===== src/sv/pip_pkg.sv =====
// ----------------------------------------------------------------------------
// pip_pkg
// Shared types and constants of the point-in-polygon crossing test: vertex
// storage geometry, arithmetic widths, register map and sequencer codes.
// ----------------------------------------------------------------------------
package pip_pkg;

    localparam int VERTEX_DEPTH = 64;
    localparam int ADDR_W       = 6;
    localparam int COUNT_W      = 7;
    localparam int COORD_W      = 32;
    localparam int DIFF_W       = COORD_W + 1;
    localparam int PROD_W       = 2 * DIFF_W;
    localparam int CROSS_W      = PROD_W + 1;
    localparam int STEP_W       = 3;

    localparam int APB_ADDR_W   = 4;
    localparam int APB_DATA_W   = 32;

    localparam logic [1:0] REG_VERTEX_COUNT = 2'd0;
    localparam logic [1:0] REG_RAY_END_X    = 2'd1;
    localparam logic [1:0] REG_RAY_END_Y    = 2'd2;

    localparam logic [COUNT_W-1:0] RESET_VERTEX_COUNT = 7'd4;
    localparam logic signed [COORD_W-1:0] RESET_RAY_END = 32'sd16000000;

    localparam logic MODE_WRITE = 1'b0;
    localparam logic MODE_QUERY = 1'b1;

    // Multiplier schedule of one edge: six products, then a drain step.
    localparam logic [STEP_W-1:0] STEP_DEN_P = 3'd0;
    localparam logic [STEP_W-1:0] STEP_DEN_Q = 3'd1;
    localparam logic [STEP_W-1:0] STEP_TN_P  = 3'd2;
    localparam logic [STEP_W-1:0] STEP_TN_Q  = 3'd3;
    localparam logic [STEP_W-1:0] STEP_UN_P  = 3'd4;
    localparam logic [STEP_W-1:0] STEP_UN_Q  = 3'd5;
    localparam logic [STEP_W-1:0] STEP_DRAIN = 3'd6;

    typedef struct packed {
        logic signed [COORD_W-1:0] x;
        logic signed [COORD_W-1:0] y;
    } vertex_t;

    typedef struct packed {
        logic                load_e;
        logic                load_a;
        logic                load_edge;
        logic                mul_en;
        logic [STEP_W-1:0]   step;
    } xu_ctl_t;

    typedef struct packed {
        logic den_zero;
        logic crosses;
    } edge_res_t;

    typedef enum logic [5:0] {
        ST_IDLE  = 6'b000001,
        ST_FIRST = 6'b000010,
        ST_FETCH = 6'b000100,
        ST_MUL   = 6'b001000,
        ST_EVAL  = 6'b010000,
        ST_DONE  = 6'b100000
    } state_t;

endpackage


===== src/sv/pip_cross_unit.sv =====
// ----------------------------------------------------------------------------
// pip_cross_unit
// Shared signed multiplier that forms the three cross products of one edge
// over seven steps and judges whether the edge crosses the ray segment.
// ----------------------------------------------------------------------------
module pip_cross_unit
    import pip_pkg::*;
(
    input  logic                      clk,
    input  xu_ctl_t                   ctl,
    input  logic signed [COORD_W-1:0] coord_x,
    input  logic signed [COORD_W-1:0] coord_y,
    input  logic signed [COORD_W-1:0] ray_end_x,
    input  logic signed [COORD_W-1:0] ray_end_y,
    input  vertex_t                   vtx,
    output edge_res_t                 res
);

    logic signed [DIFF_W-1:0]  ex_reg;
    logic signed [DIFF_W-1:0]  ey_reg;
    logic signed [DIFF_W-1:0]  dx_reg;
    logic signed [DIFF_W-1:0]  dy_reg;
    logic signed [DIFF_W-1:0]  rx_reg;
    logic signed [DIFF_W-1:0]  ry_reg;
    logic signed [COORD_W-1:0] ax_reg;
    logic signed [COORD_W-1:0] ay_reg;
    logic signed [PROD_W-1:0]  prod_reg;
    logic signed [PROD_W-1:0]  hold_reg;
    logic signed [CROSS_W-1:0] den_reg;
    logic signed [CROSS_W-1:0] tn_reg;
    logic signed [CROSS_W-1:0] un_reg;
    logic signed [DIFF_W-1:0]  mul_a;
    logic signed [DIFF_W-1:0]  mul_b;
    logic signed [PROD_W-1:0]  ext_a;
    logic signed [PROD_W-1:0]  ext_b;
    logic signed [CROSS_W-1:0] diff;

    function automatic logic in_unit(input logic signed [CROSS_W-1:0] num,
                                     input logic signed [CROSS_W-1:0] den);
        logic ok;
        if (!den[CROSS_W-1])
        begin
            ok = !num[CROSS_W-1] && (num < den);
        end
        else
        begin
            ok = (num[CROSS_W-1] || (num == '0)) && (den < num);
        end
        return ok;
    endfunction

    always_comb
    begin
        case (ctl.step)
            STEP_DEN_P:
            begin
                mul_a = dx_reg;
                mul_b = ey_reg;
            end
            STEP_DEN_Q:
            begin
                mul_a = dy_reg;
                mul_b = ex_reg;
            end
            STEP_TN_P:
            begin
                mul_a = ex_reg;
                mul_b = ry_reg;
            end
            STEP_TN_Q:
            begin
                mul_a = rx_reg;
                mul_b = ey_reg;
            end
            STEP_UN_P:
            begin
                mul_a = dx_reg;
                mul_b = ry_reg;
            end
            STEP_UN_Q:
            begin
                mul_a = dy_reg;
                mul_b = rx_reg;
            end
            default:
            begin
                mul_a = '0;
                mul_b = '0;
            end
        endcase
    end

    assign ext_a = PROD_W'(mul_a);
    assign ext_b = PROD_W'(mul_b);
    assign diff  = CROSS_W'(hold_reg) - CROSS_W'(prod_reg);

    always_ff @(posedge clk)
    begin
        if (ctl.load_e)
        begin
            ex_reg <= DIFF_W'(coord_x) - DIFF_W'(ray_end_x);
            ey_reg <= DIFF_W'(coord_y) - DIFF_W'(ray_end_y);
        end
        if (ctl.load_a)
        begin
            ax_reg <= vtx.x;
            ay_reg <= vtx.y;
        end
        if (ctl.load_edge)
        begin
            dx_reg <= DIFF_W'(vtx.x) - DIFF_W'(ax_reg);
            dy_reg <= DIFF_W'(vtx.y) - DIFF_W'(ay_reg);
            rx_reg <= DIFF_W'(ax_reg) - DIFF_W'(ray_end_x);
            ry_reg <= DIFF_W'(ay_reg) - DIFF_W'(ray_end_y);
            ax_reg <= vtx.x;
            ay_reg <= vtx.y;
        end
        if (ctl.mul_en)
        begin
            prod_reg <= ext_a * ext_b;
            case (ctl.step)
                STEP_DEN_Q: hold_reg <= prod_reg;
                STEP_TN_P:  den_reg  <= diff;
                STEP_TN_Q:  hold_reg <= prod_reg;
                STEP_UN_P:  tn_reg   <= diff;
                STEP_UN_Q:  hold_reg <= prod_reg;
                STEP_DRAIN: un_reg   <= diff;
                default:    ;
            endcase
        end
    end

    assign res.den_zero = (den_reg == '0);
    assign res.crosses  = in_unit(tn_reg, den_reg) && in_unit(un_reg, den_reg);

endmodule


===== config.mk =====
export PLATFORM = sky130hd
export DESIGN_NAME = pip_cross_unit
export DESIGN_NICKNAME = d
export VERILOG_FILES = /design/src/sv/pip_pkg.sv /design/src/sv/pip_cross_unit.sv
export SDC_FILE = /design/constraint.sdc
export NUM_CORES = 2
export LEC_CHECK = 0
export ABC_AREA = 1
export CORE_MARGIN = 3
export CORE_UTILIZATION = 64
export CTS_CLUSTER_SIZE = 24
export DETAILED_ROUTE_END_ITERATION = 6
export DONT_BUFFER_PORTS = 1
export HOLD_SLACK_MARGIN = 0.15
export PLACE_DENSITY = 0.85
export REMOVE_ABC_BUFFERS = 1
export SLEW_MARGIN = 15
export SYNTH_ARGS = -nofsm -noshare
export SYNTH_HDL_FRONTEND = slang
export SYNTH_SLANG_ARGS = --single-unit

===== constraint.sdc =====
create_clock -name clk -period 14.2 [get_ports clk]
set_input_delay 3.55 -clock clk [delete_from_list [all_inputs] [get_ports clk]]
set_output_delay 3.55 -clock clk [all_outputs]
set_load 0.02 [all_outputs]

Word level (Yosys, flattened, before mapping)
Index checks and enable logic that the tools add are counted.

Register bits: 595. Input port bits: 200. Word-level logic and storage cells: 62. Output and inout port bits: 2.

$lt $le $gt $ge: 4. $mul: 1. Reductions and logical operators: 23. Add/subtract/negate cells: 7. Muxes and demuxes: 8. Equal/unequal tests: 6.

Operators by type and width (number): 67-bit less-than comparator (4); 33-bit case mux with 4 select lines (2); 67-bit logical NOT (3); 32-bit by 32-bit subtractor with 33-bit output (6); 32-bit 2-to-1 mux (4); 66-bit by 66-bit subtractor with 67-bit output (1); 33-bit by 33-bit multiplier with 66-bit output (1); 3-bit == test, second input constant (3); 2-bit AND reduction (4); 2-bit OR reduction (4); 3-bit by 2-bit == test with 1-bit output, second input constant (2); 1-bit logical AND (5); 3-bit by 1-bit == test with 1-bit output, second input constant (1); 3-bit logical NOT (1); 3-bit OR reduction (1); 1-bit logical NOT (2); 1-bit logical OR (2); 1-bit 2-to-1 mux (2); 2-bit nonzero test (1).

Logic depth before layout (Yosys ltp)
Depth in word-level cells: 5. Depth in mapped cells: 41. Depth with buffers taken out: 39.

Worst setup path after synthesis
No wires, ideal clock.

Path kind: input to register. Start: in ctl[2] in the netlist's numbering. End: reg prod_reg[58], data pin. Slack: 2413 ps. Required time: 13947 ps. Stages: 29. Arrival: 11535 ps. Buffers on the path: 2. Library setup time: 253 ps. Cells stage by stage: inv_2 -> nand2_2 -> nor2_2 -> clkbuf_1 -> a22oi_1 -> nand2_2 -> buf_2 -> nand2_1 -> fa_1 -> inv_1 -> fa_1 -> fa_1 -> inv_1 -> fa_1 -> inv_1 -> fa_1 -> fa_1 -> fa_1 -> inv_1 -> fa_1 -> inv_1 -> ha_1 -> a21o_1 -> a31oi_1 -> o21ai_0 -> a221oi_1 -> nand3_1 -> nand2_1 -> nand2_1.

Cells in the longest elaborated chain, start to end: 4. Elaborated cells between the ends (all ways): 13. Classes of those cells: mul (1); eq/ne (5); mux (2); reduce/logical (5).

Ends and longest elaborated chain: from (decl) (line pip_cross_unit.sv:10) `input xu_ctl_t ctl,`; 3-bit == test, or another cell as far along (line pip_cross_unit.sv:54) `case (ctl.step)`; 2-bit OR reduction (no source line); 33-bit case mux with 4 select lines (line pip_cross_unit.sv:54); 33-bit by 33-bit multiplier with 66-bit output (*) (line pip_cross_unit.sv:120) `prod_reg <= ext_a * ext_b;`; to (signal assigned) (line pip_cross_unit.sv:120); to (decl) (line pip_cross_unit.sv:27) `logic signed [PROD_W-1:0] prod_reg;`.

Every way passes the cells marked *; elsewhere a longest branch is shown, timed or not. A chain may end at the register's enable or synchronous reset.

Worst setup path after layout
Start: in ctl[0] in the netlist's numbering. End: reg prod_reg[62], data pin.

Same word-level chain as after synthesis.

==> impl_metrics.json <==
{
  "floorplan.initialDensity": 0.649,
  "htree_levels": 3,
  "detail_route.wirelength.met1_mm": 92.0,
  "max-slew-margin-rel": 0.121,
  "routed_wl_mm": 294,
  "place_hpwl_mm": 241,
  "via_count": 66800,
  "violations": "design-rule violations",
  "async_set_reset_flop_share_out_of_synthesis": 0,
  "synth.distinct_cells": 54,
  "grt_setup_unrepaired": "no",
  "synth.cell_area_sq_um": 78300,
  "drv_slew": 0,
  "clk_pin_slew_ns": 0.07,
  "placementRows": 127,
  "drtPass1Iterations": 7,
  "crit_fanout": 22,
  "grt_pass1_wl_mm": 441,
  "total_of_hold_buffers_inserted_after_clock_tree_synthesis": 0,
  "gp_congestion": 1.11,
  "globalRoute.totalOverflow": 0,
  "numCtsBuffers": 70,
  "routedWlPerCell_um": 27.6,
  "status": "finished with violations",
  "postRouteAntennaNets": 0,
  "tritoncts": "built",
  "synth.yosys.seq_area_share": 0.228,
  "worst-endpoint-required_ns": 14.65,
  "timing.final.setup_violations": 0,
  "cts-resized-gates": 0,
  "flow.area_growth_from_synthesis_pct": 5.93,
  "detailedRoute.firstIterationViolations": 8316,
  "max_capacitance_violation_count": 0,
  "synthesized_area_divided_by_synthesized_cell_count_sq_um": 8.74,
  "antenna_found_initial": 35,
  "synth-edff-count": 595,
  "layout_common_cells": "inv_1, nand2_1, fa_1, nor2_1, ha_1",
  "grt_pass1_vias": 70200,
  "critPathArrivalTime_ns": 14.18,
  "insertion_delay_ns": 0.74,
  "met2_wirelength_mm": 127,
  "ys_warn_count": 0,
  "drive_above_1_share": 0.0396,
  "die_w_um": 356,
  "worstSetupEndpointType": "flip-flop",
  "routed.top_layer": "met5",
  "final.min_clock_period_ns": 13.73,
  "report.final.hold_viol_count": 0,
  "max_freq_ghz": 0.0729,
  "postSynthRegisterBits": 595,
  "worstMarginPinSlew_ns": 1.31,
  "dieArea_sq_um": 127000,
  "layout.cells.most_common": "inv_1",
  "postSynthCellCount": 8960,
  "grt_start_max_net_pins": 134,
  "nets": 10900,
  "ys_dominant_reg_cell": "edfxtp_1",
  "clockBufferDepth": 3,
  "critPathSlowestCell": "fa_1",
  "routed_via_density": 6.26,
  "tritoncts_sinks": 595,
  "met3RoutedLength_mm": 39.4,
  "clock_skew_ns": 0.0414,
  "worst_setup_path_start_kind": "input port",
  "groute.usage.overall": 0.481,
  "timing.hold.worst.class": "reg -> reg",
  "clockRootBuffer": "clkbuf_16",
  "timing.setup.tns_ns": 0,
  "period_share": 0.967,
  "chipHeight_um": 356,
  "cts.repair_timing.setup_buffer_count": 0,
  "core_sq_um": 121000,
  "delay_of_the_slowest_cell_on_the_worst_path_ns": 1.10,
  "ios": 202,
  "buffer_ports.inserted": 0,
  "remaining_drc_errors": 20,
  "fillers": 9383,
  "path_class": "in -> reg"
}
[per-stage QoR]
step / cell area (sq um) / utilization / hold slack (ns) / setup WS, ns / instances
floorplan: 77400 / - / 0.426 / 1.18 / 8775
CTS: 82700 / 0.686 / 0.415 / 1.01 / 10600
detailed placement: 80500 / 0.667 / 0.435 / 0.294 / 10500
global route: 82900 / 0.687 / 0.442 / 0.484 / 10700
finish: 82900 / 0.687 / 0.417 / 0.475 / 10700
global placement: 80500 / 0.667 / 0.431 / 0.0999 / 10500
[kinds of logic after synthesis]
kind of cell / share of synthesized area
compound gates: 0.0823
buf+inv: 0.111
xor+xnor: 0.0310
flops: 0.228
simple gates: 0.156
fa+ha+maj: 0.392
[metal layers]
metal	vias up	global-route usage
met5	-	0.0138
met4	22	0.443
met3	1855	0.208
met2	4923	0.714
met1	32000	0.516
li1	28000	-
[worst paths after layout]
| check | from | end | slack (ns) | cells past startpoint |
|---|---|---|---|---|
| worst min-delay path | prod_reg[34] | hold_reg[34] | 0.42 | 0 |
| worst max-delay path | ctl[0] | prod_reg[62] | 0.47 | 34 |
| worst max register to register | dx_reg[32] | prod_reg[54] | 3.84 | 27 |
| worst min register to register | prod_reg[34] | hold_reg[34] | 0.42 | 0 |
[final cells by class]
| type | count | area (sq um) | share of cell area |
|---|---|---|---|
| clock inverter | 41 | 404 | 0.00487 |
| multi-input combinational | 6110 | 51900 | 0.626 |
| antenna | 29 | 72.6 | 0.000875 |
| timing repair buffer | 131 | 1010 | 0.0122 |
| tap | 1612 | 2020 | 0.0243 |
| clock buffer | 87 | 1860 | 0.0224 |
| sequential | 595 | 17900 | 0.215 |
| inverter | 2070 | 7770 | 0.0937 |
[critical path, delay by kind of cell]
family	cells	cell delay, ns
AOI/OAI and AO/OA	3	0.99
and+or+nand+nor	11	3.71
buffers and inverters	11	1.43
adders and majority gates	9	4.44
[cell usage after synthesis (11+ instances only)]
| master | n | share of area |
|---|---|---|
| xor2_1 | 196 | 0.022 |
| a22o_1 | 32 | 0.0036 |
| nand3_1 | 187 | 0.012 |
| edfxtp_1 | 595 | 0.23 |
| o21bai_1 | 57 | 0.0055 |
| nor4_1 | 61 | 0.0049 |
| o21a_1 | 35 | 0.0034 |
| clkbuf_1 | 41 | 0.0020 |
| xnor2_1 | 81 | 0.0091 |
| a221oi_1 | 11 | 0.0012 |
| a21oi_1 | 451 | 0.029 |
| nand4_1 | 68 | 0.0054 |
| nor2_1 | 1049 | 0.050 |
| nor3_1 | 73 | 0.0047 |
| a22oi_1 | 45 | 0.0043 |
| o211ai_1 | 20 | 0.0019 |
| nand2_1 | 1518 | 0.073 |
| inv_2 | 58 | 0.0028 |
| buf_2 | 134 | 0.0086 |
| a2111oi_0 | 11 | 0.0012 |
| inv_1 | 2010 | 0.096 |
| a21o_1 | 47 | 0.0045 |
| ha_1 | 609 | 0.097 |
| and2_1 | 13 | 0.0010 |
| o21ai_0 | 256 | 0.016 |
| fa_1 | 1152 | 0.29 |
| a31oi_1 | 42 | 0.0034 |
| a21boi_0 | 21 | 0.0020 |
Power is left out: the tool's default activity adds up to more than one toggle a clock period on the data nets, which glitch-free logic cannot reach.
